<file path="src/hw/rtl/assert_macros.svh">
// assertion macros shared by the tween table rtl
`ifndef ASSERT_MACROS_SVH
`define ASSERT_MACROS_SVH

// plain clocked property
`define ASSERT_CLK(label, prop, msg) \
    label: assert property (@(posedge i_clk) disable iff (!i_rst_n) prop) else $error(msg);

// same-cycle implication
`define ASSERT_IMPL(label, ante, cons, msg) \
    label: assert property (@(posedge i_clk) disable iff (!i_rst_n) (ante) |-> (cons)) \
        else $error(msg);

// next-cycle implication
`define ASSERT_NEXT(label, ante, cons, msg) \
    label: assert property (@(posedge i_clk) disable iff (!i_rst_n) (ante) |=> (cons)) \
        else $error(msg);

`endif

</file>
<file path="src/hw/rtl/ett_pkg.sv">
// package for the eased tween table: codes, constants and shared types
`default_nettype none
package ett_pkg;

    localparam int MAX_TWEENS_DEFAULT  = 16;
    localparam int SINE_ENTRIES_DEFAULT = 256;
    localparam int FIFO_DEPTH          = 2;

    localparam logic [2:0] CMD_TICK       = 3'd0;
    localparam logic [2:0] CMD_START      = 3'd1;
    localparam logic [2:0] CMD_CANCEL     = 3'd2;
    localparam logic [2:0] CMD_CANCEL_ALL = 3'd3;
    localparam logic [2:0] CMD_CLEAR      = 3'd4;
    localparam logic [2:0] CMD_INIT       = 3'd5;

    localparam logic [3:0] EASE_LINEAR      = 4'd0;
    localparam logic [3:0] EASE_QUAD_IN     = 4'd1;
    localparam logic [3:0] EASE_QUAD_OUT    = 4'd2;
    localparam logic [3:0] EASE_QUAD_INOUT  = 4'd3;
    localparam logic [3:0] EASE_CUBIC_IN    = 4'd4;
    localparam logic [3:0] EASE_CUBIC_OUT   = 4'd5;
    localparam logic [3:0] EASE_CUBIC_INOUT = 4'd6;
    localparam logic [3:0] EASE_SINE_IN     = 4'd7;
    localparam logic [3:0] EASE_SINE_OUT    = 4'd8;
    localparam logic [3:0] EASE_SINE_INOUT  = 4'd9;

    localparam logic KIND_ACK    = 1'b0;
    localparam logic KIND_UPDATE = 1'b1;

    localparam logic [16:0] ONE_Q16     = 17'd65536;
    localparam logic [16:0] HALF_Q16    = 17'd32768;
    localparam logic [23:0] ELAPSED_MAX = 24'hFFFFFF;
    localparam logic [63:0] HALF_PI_Q30 = 64'd1686629713;

    typedef struct packed {
        logic [2:0]  command;
        logic [15:0] delta;
        logic [31:0] from_value;
        logic [31:0] to_value;
        logic [23:0] span;
        logic [3:0]  ease_mode;
        logic [15:0] target_id;
    } t_cmd;

    typedef struct packed {
        logic [15:0] id;
        logic [31:0] from_value;
        logic [31:0] to_value;
        logic [23:0] span;
        logic [23:0] elapsed;
        logic [3:0]  mode;
    } t_slot;

endpackage
`default_nettype wire

</file>
<file path="src/hw/rtl/ett_slot_ram.sv">
// slot memory: one write port, one registered read port
`default_nettype none
module ett_slot_ram #(
    parameter int DEPTH = ett_pkg::MAX_TWEENS_DEFAULT
) (
    input  wire logic                                i_clk,
    input  wire logic                                i_we,
    input  wire logic [(DEPTH > 1 ? $clog2(DEPTH) : 1)-1:0] i_waddr,
    input  wire ett_pkg::t_slot                      i_wdata,
    input  wire logic [(DEPTH > 1 ? $clog2(DEPTH) : 1)-1:0] i_raddr,
    output ett_pkg::t_slot                           o_rdata
);
    ett_pkg::t_slot r_mem [DEPTH];

    always_ff @(posedge i_clk) begin
        if (i_we) begin
            r_mem[i_waddr] <= i_wdata;
        end
        o_rdata <= r_mem[i_raddr];
    end
endmodule
`default_nettype wire

</file>
<file path="config.mk">
export PLATFORM = sky130hd
export DESIGN_NAME = ett_slot_ram
export DESIGN_NICKNAME = d
export VERILOG_FILES = /design/src/hw/rtl/assert_macros.svh /design/src/hw/rtl/ett_pkg.sv /design/src/hw/rtl/ett_slot_ram.sv
export SDC_FILE = /design/constraint.sdc
export NUM_CORES = 2
export LEC_CHECK = 0
export ABC_AREA = 1
export BUFFER_PORTS_ARGS = -buffer_cell sky130_fd_sc_hd__buf_2
export CORE_MARGIN = 1.5
export CORE_UTILIZATION = 37
export DETAILED_ROUTE_END_ITERATION = 8
export HOLD_SLACK_MARGIN = 0.02
export PLACE_DENSITY = 0.5
export SLEW_MARGIN = 30
export SYNTH_ARGS = -nofsm -noshare
export SYNTH_HDL_FRONTEND = slang
export SYNTH_SLANG_ARGS = --single-unit
</file>
<file path="constraint.sdc">
create_clock -name i_clk -period 8.6 [get_ports i_clk]
set_clock_uncertainty 0.15 [all_clocks]
set_input_delay 0 -clock i_clk [delete_from_list [all_inputs] [get_ports i_clk]]
set_output_delay 0 -clock i_clk [all_outputs]
set_load 0.01 [all_outputs]
</file>
# After elaboration in Yosys (flattened, before gate mapping)
# Memories as Yosys holds them, arrays and structs flattened. A register that Yosys moved wholly into a read port is not among the register bits.
# Cells that the tools add are included.
[totals] register_bits=0 latch_bits=0 ram_bits=2112 romBits=0 inputBits=142 word_cells=3 mem_count=1
[mem_list] memory="r_mem" words=16 width=132 rd=1 rd_ports_with_merged_regs=1 wr=1 line_no="ett_slot_ram.sv:13" source="ett_pkg::t_slot r_mem [DEPTH];"
[classes] n_addsub=0 n_mul=0 n_div=0 order_cmp=0 n_eq_ne=0 shifts=0 n_mux=2 bitwise_logic=0 reduce_logical=0
[ops] cell="1-bit 2-to-1 mux" n=2

# Logic depth before layout (Yosys ltp)
[logic_depth] word_depth=2 ltp_mapped=10 depth_no_buf=7

# Worst setup path before layout
# Ideal clock, no wire load.
[synth_timing] path_type="in2reg" start="in i_waddr[2] (netlist name)" end="mem r_mem[10][0] (netlist name) (enable)" setup_time_ps=625 t_arrival_ps=5699 required_ps=7825 slack_ps=2125 cell_stages=2 n_path_buf=0 path_cell_list="nand3b_1 nor2_1"
[synth_lines] element="start: declaration" line_no="ett_slot_ram.sv:8" source="input wire logic [(DEPTH > 1 ? $clog2(DEPTH) : 1)-1:0] i_waddr,"
[synth_lines] element="end: declaration" line_no="ett_slot_ram.sv:13"
# No word-level cell before the write port.

==> impl_metrics.yaml <==
synth:
  synth_top_area_cell: "edfxtp_1"
  synthFlopType: "edfxtp_1"
  yosys-mux-area-fraction_pct: 0
  postSynthAreaPerCell_um2: 11.2
  syn_area_um2: 90300
  yosysTopAreaCellShare_pct: 70.2
  seq_area_frac_synth_pct: 73.2
  synth_compound_area_share_pct: 0
  synth_top_family_by_area: "simple AND/OR/NAND/NOR gates"
  synth_fa_ha_area_share_pct: 0
  ys_types: 16
  synth_cells: 8047
  synth_seq_cells: 2244
  yosys_warnings: 0
  yosys-top-cells-area: "edfxtp_1 70%, nand2_1 12%, nand3_1 8.3%, inv_1 3.7%, dfxtp_1 2.9%"
  synth_nets: 8189
  synth-simple-area-share_pct: 20.7
  yosysMostFrequentCell: "nand2_1"
  synth_common_cells: "2925 x nand2_1, 2112 x edfxtp_1, 1501 x nand3_1, 897 x inv_1, 279 x buf_2"
  synth-async-reset-ratio_pct: 0
  synth_edf_count: 2112
  synthXorXnorAreaFrac_pct: 0
place:
  portBuffers: 273
  post_dp_cell_area_um2: 94700
  pre_cts_ws_ps: 5050
  gp_congestion: 0.728
  hpwlAfterDp_mm: 117
hold_path:
  hold_depth: 5
  hold_class: "primary input to flip-flop"
global_route:
  grt_pass1_vias: 56300
  grt_overflow: 0
  antenna_found_initial: 34
  grtUsageTotal_pct: 20.3
  grt_start_max_net_pins: 200
  grt_pass1_wl_mm: 377
clock_tree:
  h-tree-depth: 4
  cts_tree: "done"
  cts_buffers: 236
  cts.clk_slew.worst_paths_ps: 60
  cts_sinks: 2244
  clk-insertion-delay-late_ps: 890
  root_buffer: "clkbuf_16"
  clockBufferDepth: 3
worst_setup_path:
  r2r_cells: 7
  worst_ep_arrival_time_ps: 4640
  end_kind: "flip-flop"
  cp_max_fo: 139
  startpoint_type: "primary input"
  path_class: "primary input to flip-flop"
  critPathRequiredTime_ps: 9220
timing:
  finalCritPeriodShare_pct: 46.7
  setup_slack_ps: 4590
  max_freq_mhz: 249
  hold_violations: 0
  finalSetupTns_ps: 0
  slew-limit-headroom_pct: 26.1
  min_period_ps: 4010
  setup_violations: 0
  hold_slack_ps: 193
  rsz0062_at_grt: "no"
  slew_violations: 0
  worst_pin_slew_ps: 1110
run:
  maxCapViolCount: 0
floorplanning:
  initial_core_util_pct: 37.2
  die_area_um2: 247000
  dieHeight_um: 497
  coreArea_um2: 243000
  die_x_um: 497
  fp-row-count: 181
  ioPinCount: 274
layout:
  nets: 8631
  final_area_um2: 106000
  syn2layout_area_growth_pct: 16.9
  drive_gt1_share_pct: 8.64
drt:
  routedWlPerCell_um: 21.4
  drt_iter0_drc: 4919
  wl_mm: 255
  vias_per_cell: 4.89
  drtAntennaViolNets: 0
  via_count: 58200
  drc: 0
  first_pass_iters: 5
run_status:
  outcome: "finished clean"
power_and_ir_drop:
  totalPowerFinal_mw: 24.1
  leakage_nw: 42.2
  ir_drop_uv: 191
  powerDensity_nw_per_um2: 228
-- kinds of logic (layout without fill, tap and decap cells) --
family / after synthesis / count (layout)
flops: 2244 / 2244
other cells: 0 / 8
buf+inv: 1338 / 1990
simple gates: 4465 / 4465
-- stage by stage --
step	cells	util [%]
global placement	11200	38.9
global route	11900	43.4
finish	11900	43.4
CTS	11900	43.4
floorplan	8047	-
detailed placement	11200	39.0
-- routing by layer --
layer,vias to the layer above,global-route usage (%),part of all wire (%),routed length [um]
met5,-,0,0.054,138
met4,22,5.33,2.3,5790
met3,374,2.95,5.1,12900
met2,1468,33.2,47,121000
met1,28700,28.2,45,115000
li1,27700,-,-,-
-- cells in the final DEF (no fill, tap or decap), types with 2 or more instances in the layout --
| cell | instances |
|---|---|
| nand2_1 | 2925 |
| edfxtp_1 | 2112 |
| nand3_1 | 1501 |
| inv_1 | 896 |
| dlygate4sd3_1 | 281 |
| buf_2 | 269 |
| clkbuf_16 | 238 |
| dfxtp_1 | 132 |
| clkbuf_1 | 61 |
| buf_4 | 50 |
| clkinv_2 | 44 |
| clkinv_1 | 36 |
| clkbuf_8 | 33 |
| buf_12 | 26 |
| or2_2 | 20 |
| nor2_4 | 16 |
| bufinv_16 | 16 |
| buf_16 | 10 |
| diode_2 | 8 |
| clkinvlp_4 | 7 |
| clkinv_16 | 6 |
| buf_8 | 4 |
| inv_16 | 3 |
| inv_8 | 3 |
| nand3b_1 | 2 |
| clkinv_8 | 2 |
| inv_6 | 2 |
| buf_6 | 2 |
-- worst paths after layout --
kind / slack (ps) / start / end
setup / recovery: 4590 / i_raddr[0] / o_rdata[65]
hold / removal: 190 / i_raddr[2] / o_rdata[71]
setup reg to reg: 6330 / r_mem[12][65] / o_rdata[65]
hold reg to reg: 460 / r_mem[8][49] / o_rdata[49]
-- flip-flops by register name, summed over array words and instances (netlist names) --
name and cells:
r_mem 2112, o_rdata 132
-- power by group --
| part | switching [mW] | leakage (nW) | internal (mW) | total, mW |
|---|---|---|---|---|
| Combinational | 1.07 | 18.2 | 0.456 | 1.52 |
| Clock | 4.36 | 3.81 | 5.86 | 10.2 |
| Sequential | 0.0934 | 20.2 | 12.2 | 12.3 |
-- cell type report --
| type | count | area, um2 |
|---|---|---|
| sequential | 2244 | 66100 |
| timing repair buffer | 642 | 5410 |
| multi-input combinational | 4465 | 18800 |
| fill | 22800 | 137000 |
| antenna | 8 | 20.0 |
| tap | 3202 | 4010 |
| inverter | 900 | 3420 |
| clock inverter | 116 | 1170 |
| clock buffer | 332 | 6640 |
-- critical path, stage by stage --
cell	delay (ps)
dlygate4sd3_1	560
buf_8	310
inv_16	430
buf_16	500
buf_12	380
buf_16	450
nand2_1	110
nand3_1	110
nand3_1	130
nand3_1	120
dlygate4sd3_1	550
nand2_1	40
dlygate4sd3_1	540
-- repair_timing --
| item | in CTS | in global routing |
|---|---|---|
| buffers inserted | 0 | 0 |
| endpoints found under the hold margin | 2464 | 0 |
| hold buffers | 282 | 0 |
| resized for setup | 0 | 0 |
Power figures use the tool's default switching activity.
