===== config.mk =====
export PLATFORM = sky130hd
export DESIGN_NAME = ett_front
export DESIGN_NICKNAME = d
export VERILOG_FILES = /design/src/hw/rtl/ett_pkg.sv /design/src/hw/rtl/ett_front.sv
export VERILOG_INCLUDE_DIRS = /design/src /design/src/hw/rtl
export SDC_FILE = /design/constraint.sdc
export NUM_CORES = 1
export LEC_CHECK = 0
export BUFFER_PORTS_ARGS = -buffer_cell sky130_fd_sc_hd__buf_2
export CAP_MARGIN = 40
export CORE_UTILIZATION = 35
export CTS_CLUSTER_SIZE = 8
export DETAILED_ROUTE_END_ITERATION = 6
export HOLD_SLACK_MARGIN = 0.06
export SYNTH_ARGS = -nofsm -noshare
export SYNTH_HDL_FRONTEND = slang
export SYNTH_SLANG_ARGS = --single-unit

===== constraint.sdc =====
create_clock -name i_clk -period 22.8 [get_ports i_clk]
set_input_delay 6.84 -clock i_clk [delete_from_list [all_inputs] [get_ports i_clk]]
set_output_delay 6.84 -clock i_clk [all_outputs]
set_load 0.02 [all_outputs]

===== src/hw/rtl/assert_macros.svh =====
// assertion macros shared by the tween table rtl
`ifndef ASSERT_MACROS_SVH
`define ASSERT_MACROS_SVH

// plain clocked property
`define ASSERT_CLK(label, prop, msg) \
    label: assert property (@(posedge i_clk) disable iff (!i_rst_n) prop) else $error(msg);

// same-cycle implication
`define ASSERT_IMPL(label, ante, cons, msg) \
    label: assert property (@(posedge i_clk) disable iff (!i_rst_n) (ante) |-> (cons)) \
        else $error(msg);

// next-cycle implication
`define ASSERT_NEXT(label, ante, cons, msg) \
    label: assert property (@(posedge i_clk) disable iff (!i_rst_n) (ante) |=> (cons)) \
        else $error(msg);

`endif


===== src/hw/rtl/ett_pkg.sv =====
// package for the eased tween table: codes, constants and shared types
`default_nettype none
package ett_pkg;

    localparam int MAX_TWEENS_DEFAULT  = 16;
    localparam int SINE_ENTRIES_DEFAULT = 256;
    localparam int FIFO_DEPTH          = 2;

    localparam logic [2:0] CMD_TICK       = 3'd0;
    localparam logic [2:0] CMD_START      = 3'd1;
    localparam logic [2:0] CMD_CANCEL     = 3'd2;
    localparam logic [2:0] CMD_CANCEL_ALL = 3'd3;
    localparam logic [2:0] CMD_CLEAR      = 3'd4;
    localparam logic [2:0] CMD_INIT       = 3'd5;

    localparam logic [3:0] EASE_LINEAR      = 4'd0;
    localparam logic [3:0] EASE_QUAD_IN     = 4'd1;
    localparam logic [3:0] EASE_QUAD_OUT    = 4'd2;
    localparam logic [3:0] EASE_QUAD_INOUT  = 4'd3;
    localparam logic [3:0] EASE_CUBIC_IN    = 4'd4;
    localparam logic [3:0] EASE_CUBIC_OUT   = 4'd5;
    localparam logic [3:0] EASE_CUBIC_INOUT = 4'd6;
    localparam logic [3:0] EASE_SINE_IN     = 4'd7;
    localparam logic [3:0] EASE_SINE_OUT    = 4'd8;
    localparam logic [3:0] EASE_SINE_INOUT  = 4'd9;

    localparam logic KIND_ACK    = 1'b0;
    localparam logic KIND_UPDATE = 1'b1;

    localparam logic [16:0] ONE_Q16     = 17'd65536;
    localparam logic [16:0] HALF_Q16    = 17'd32768;
    localparam logic [23:0] ELAPSED_MAX = 24'hFFFFFF;
    localparam logic [63:0] HALF_PI_Q30 = 64'd1686629713;

    typedef struct packed {
        logic [2:0]  command;
        logic [15:0] delta;
        logic [31:0] from_value;
        logic [31:0] to_value;
        logic [23:0] span;
        logic [3:0]  ease_mode;
        logic [15:0] target_id;
    } t_cmd;

    typedef struct packed {
        logic [15:0] id;
        logic [31:0] from_value;
        logic [31:0] to_value;
        logic [23:0] span;
        logic [23:0] elapsed;
        logic [3:0]  mode;
    } t_slot;

endpackage
`default_nettype wire


===== src/hw/rtl/ett_front.sv =====
// front end: takes command transactions, drops unused codes, queues the rest
`default_nettype none
`include "assert_macros.svh"
module ett_front (
    input  wire logic          i_clk,
    input  wire logic          i_rst_n,
    input  wire logic          i_s_valid,
    output logic               o_s_ready,
    input  wire ett_pkg::t_cmd i_cmd,
    output logic               o_q_valid,
    input  wire logic          i_q_ready,
    output ett_pkg::t_cmd      o_q_cmd
);
    localparam int PTR_W = (ett_pkg::FIFO_DEPTH > 1) ? $clog2(ett_pkg::FIFO_DEPTH) : 1;
    localparam int FILL_W = $clog2(ett_pkg::FIFO_DEPTH + 1);

    ett_pkg::t_cmd r_mem [ett_pkg::FIFO_DEPTH];
    logic [PTR_W-1:0]  r_wr_ptr, r_rd_ptr;
    logic [FILL_W-1:0] r_fill;
    logic w_push, w_pop, w_known;

    assign w_known   = (i_cmd.command <= ett_pkg::CMD_INIT);
    assign o_s_ready = (r_fill != FILL_W'(ett_pkg::FIFO_DEPTH));
    assign w_push    = i_s_valid && o_s_ready && w_known;
    assign o_q_valid = (r_fill != '0);
    assign w_pop     = o_q_valid && i_q_ready;
    assign o_q_cmd   = r_mem[r_rd_ptr];

    always_ff @(posedge i_clk) begin
        if (w_push) begin
            r_mem[r_wr_ptr] <= i_cmd;
        end
    end

    always_ff @(posedge i_clk) begin
        if (!i_rst_n) begin
            r_wr_ptr <= '0;
            r_rd_ptr <= '0;
            r_fill   <= '0;
        end else begin
            if (w_push) begin
                r_wr_ptr <= (r_wr_ptr == PTR_W'(ett_pkg::FIFO_DEPTH - 1)) ? '0
                                                                         : r_wr_ptr + 1'b1;
            end
            if (w_pop) begin
                r_rd_ptr <= (r_rd_ptr == PTR_W'(ett_pkg::FIFO_DEPTH - 1)) ? '0
                                                                         : r_rd_ptr + 1'b1;
            end
            if (w_push && !w_pop) begin
                r_fill <= r_fill + 1'b1;
            end else if (w_pop && !w_push) begin
                r_fill <= r_fill - 1'b1;
            end
        end
    end

    `ASSERT_CLK(a_fill_bound, (r_fill <= FILL_W'(ett_pkg::FIFO_DEPTH)), "queue overfilled")
endmodule
`default_nettype wire


* After elaboration in Yosys (flattened, before gate mapping)
Memory sizes are Yosys's and may differ from the RTL's. A register that Yosys moved wholly into a read port is not among the register bits.
Index checks and enable logic that the tools add are counted.
** Cells by class
- Add/subtract/negate cells :: 4
- $lt $le $gt $ge :: 1
- Eq/ne operators :: 1
- Muxes and demuxes :: 8
- Reductions and logical operators :: 9
** Operators by type and width (number)
- $mux 1 :: 6
- $logic_and 1x1->1 :: 5
- $mux 2 :: 2
- $reduce_bool 2->1 :: 2
- $le 3x3->1 const B :: 1
- $add 1x1->1 const B :: 2
- $add 2x1->2 const B :: 1
- $logic_not 1->1 :: 2
- $ne 2x2->1 const B :: 1
- $sub 2x1->2 const B :: 1
** Word-level totals
- Bits in registers :: 4
- RAM bits :: 254
- Output and inout bits :: 129
- Logic and storage cells :: 27
- Memories kept :: 1
** Memories
- r_mem :: depth 2, bits a word 127, rd ports 1, clocked after Yosys merged registers in 1, write ports 1, line ett_front.sv:17 : ett_pkg::t_cmd r_mem [ett_pkg::FIFO_DEPTH];

* Depth between registers and ports, before layout
- Depth after elaboration :: 7
- Gate-level depth with buffers :: 6
- Depth with buffers taken out :: 6

* Worst setup path before layout
Ideal clock, no wire load.
- Kind :: input to register
- Start point :: input port i_cmd[126] (netlist bit)
- End point :: memory r_mem[0][0] (netlist bit), enable pin
- Data arrival time :: 12.695 ns
- Required time :: 22.170 ns
- Setup slack :: 9.475 ns
- Cell stages on the path :: 3
- Path through :: nand2_1 and3_1 nor2b_1
** Between the ends
- Longest elaborated chain between the ends :: 4
** RTL lines
- start, declared :: line ett_front.sv:9 : input wire ett_pkg::t_cmd i_cmd,
- $le 3x3->1 :: line ett_front.sv:22 : assign w_known = (i_cmd.command <= ett_pkg::CMD_INIT);
- $logic_and 1x1->1 :: line ett_front.sv:24 : assign w_push = i_s_valid && o_s_ready && w_known;
- net w_push :: line ett_front.sv:20 : logic w_push, w_pop, w_known;
- $mux 1 :: line ett_front.sv:30 : if (w_push) begin
- $mux 1 (not written as such) :: line ett_front.sv:31 : r_mem[r_wr_ptr] <= i_cmd;
- end, declared :: line ett_front.sv:17
The timed path passes the listed nets, and every way through them passes these cells.

==> impl_metrics.ini <==
[yosys]
yosysTopAreaCell = edfxtp_1
yosys.area_share.simple_pct = 0.737
synthAdderAreaFrac_pct = 0.132
synthArstFlopShare_pct = 0
ys.flop_type = edfxtp_1
syn_area_um2 = 9510
synthMuxAreaShare_pct = 16.3
synth_cell_types = 20
synth_xor_area_share_pct = 0.276
synthesis.nets = 552
synthTopCellsByArea = edfxtp_1, mux2_2, mux2_4
synth.top_cell.area_share_pct = 80.2
synth_edf_count = 254
ys_seq_area_share_pct = 81.3
ys_ff_latch = 259
synth_cells = 420
synth_top_family_by_area = multiplexers
synth-compound-area-share_pct = 0.184
yosys_warnings = 0
syn_avg_cell_area_um2 = 22.6

[clock_tree]
numCtsBuffers = 38
cts_hold_buf = 0
clock-root-buffer = clkbuf_16
cts.sink_count = 259
cts_resized = 0
worstSkewPairLatency_ns = 0.49
path_clk_slew_ns = 0.05
post_cts_buffers = 0
clockBufferDepth = 3
htreeDepth = 2
cts_tree = built

[final_layout]
final_common_cell = buf_2
final_cell_mix = buf_2, edfxtp_1, mux2_2, clkbuf_16, mux2_4
drive_gt1_share_pct = 60.9
fill_cells = 2268
area_growth_pct = 29.5
seqCellArea_um2 = 7730
finalNetCount = 844
multi_input_area_um2 = 1690

[flow_run]
drv_cap = 0

[global_route]
track_usage_pct = 13.2
grt_antenna_before_repair = 4
grt_pass1_wl_um = 28600
grt_pass1_vias = 5257
grt_max_degree = 67
grt_overflow = 0

[drt]
drc_errors = 0
wl_met1_um = 7180
ant_nets = 0
num_vias = 4874
met2_length_um = 9700
first_pass_iters = 4
vias_per_cell = 4.61
drt_iter0_drc = 270
routed_wl_um = 18800
wl_per_cell_um = 17.8
wl_met3_um = 1520
highest_layer = met5

[worst_setup_path]
setup.worst_path.class = flip-flop to output port
end_kind = output port
cp.arrival_ns = 2.82
cp.required_ns = 15.96
start_kind = flip-flop
path_max_fanout = 59

[run_status]
status = finished, final reports clean

[place]
io_buffers = 259
gp_congestion = 0.705
place_ws_ns = 13.43
dp_hpwl_um = 12500

[floorplanning]
core_um2 = 26400
die_x_um = 167
start_util_pct = 36.1
fp-row-count = 59
ioPinCount = 260
dieArea_um2 = 27800
fp.dieH_um = 167

[timing]
max_freq_mhz = 104
period_needed_ns = 9.66
drv_slew = 0
finalHoldViolCount = 0
setup_viol = 0
fin_crit_sh_pct = 42.4
slew_headroom_pct = 42.1
tightest_slew_ns = 0.868
finClkSkew_ns = 0.0154
tns_ns = 0
fin_ws_ns = 13.14
rsz0062_at_grt = no

[worst_hold_path]
hold_path_class = flip-flop to flip-flop

[power_and_ir_drop]
leakage_uw = 0.00461
vdd_drop_max_uv = 77.4
power-per-cell-area_nw_per_um2 = 120
==> cell families after synthesis <==
| family | count (synthesis) |
|---|---|
| multiplexers | 128 |
| buffers and inverters | 14 |
| XOR/XNOR | 3 |
| AND/OR/NAND/NOR | 12 |
| flip-flops | 259 |
| AO/OA/AOI/OAI | 3 |
| adder cells (fa/ha/maj) | 1 |
==> power breakdown <==
group	total, µW	internal (µW)	switching [µW]
combinational	365	157	208
clock	494	316	178
sequential	618	590	28.1
total	1480	1060	414
==> layout make-up <==
type / instances / area share, %
multi-input cells: 147 / 13.7
well taps: 335 / 3.41
diodes: 1 / 0.0203
repair buffers: 266 / 11.4
flip-flops and latches: 259 / 62.8
clock buffers: 47 / 8.52
clock inverters: 2 / 0.0712
==> layer usage <==
layer | global-route usage [%] | vias up
li1 | - | 2259
met4 | 4.51 | 6
met3 | 4.80 | 36
met5 | 0 | -
met1 | 15.1 | 2373
met2 | 22.8 | 200
==> synth_stat cells, types with 2 or more instances <==
master / count
nand2_1: 2
edfxtp_1: 254
dfxtp_1: 5
xnor2_1: 2
mux2_4: 30
buf_2: 9
nand2b_1: 2
mux2_2: 97
and2_1: 4
buf_6: 5
==> state kept, by name, indices dropped and copies added (netlist names), named ones only <==
register and cells:
r_fill 2, r_mem 254, r_rd_ptr 1, r_wr_ptr 1
==> worst max-delay path, cell delays in order, from the launching register on <==
cell	delay, ns
dfxtp_4	0.84
buf_4	0.47
buf_16	0.31
mux2_2	0.40
buf_2	0.16
==> path summary, 6_finish.rpt <==
path / startpoint / endpoint / slack, ns / cells past startpoint
max: flip-flop / o_q_cmd[33] / 13.14 / 4
min: r_wr_ptr / r_wr_ptr / 0.52 / 2
max reg2reg: r_fill[0] / r_mem[1][117] / 20.33 / 5
min reg2reg: r_wr_ptr / r_wr_ptr / 0.52 / 2
==> stage by stage <==
stage               hold WS, ns  util, %  total power [µW]  cell area [µm²]  instances
finish                    0.523     46.7              1480            12300       1057
global route              0.562     46.7              1540            12300       1056
CTS                       0.533     46.6              1500            12300       1055
detailed placement        0.525     42.6               998            11200       1006
global placement          0.501     42.4               985            11200       1004
floorplan                 0.451        -               886             9510        420
No activity file was read; power rests on OpenSTA's default activity.
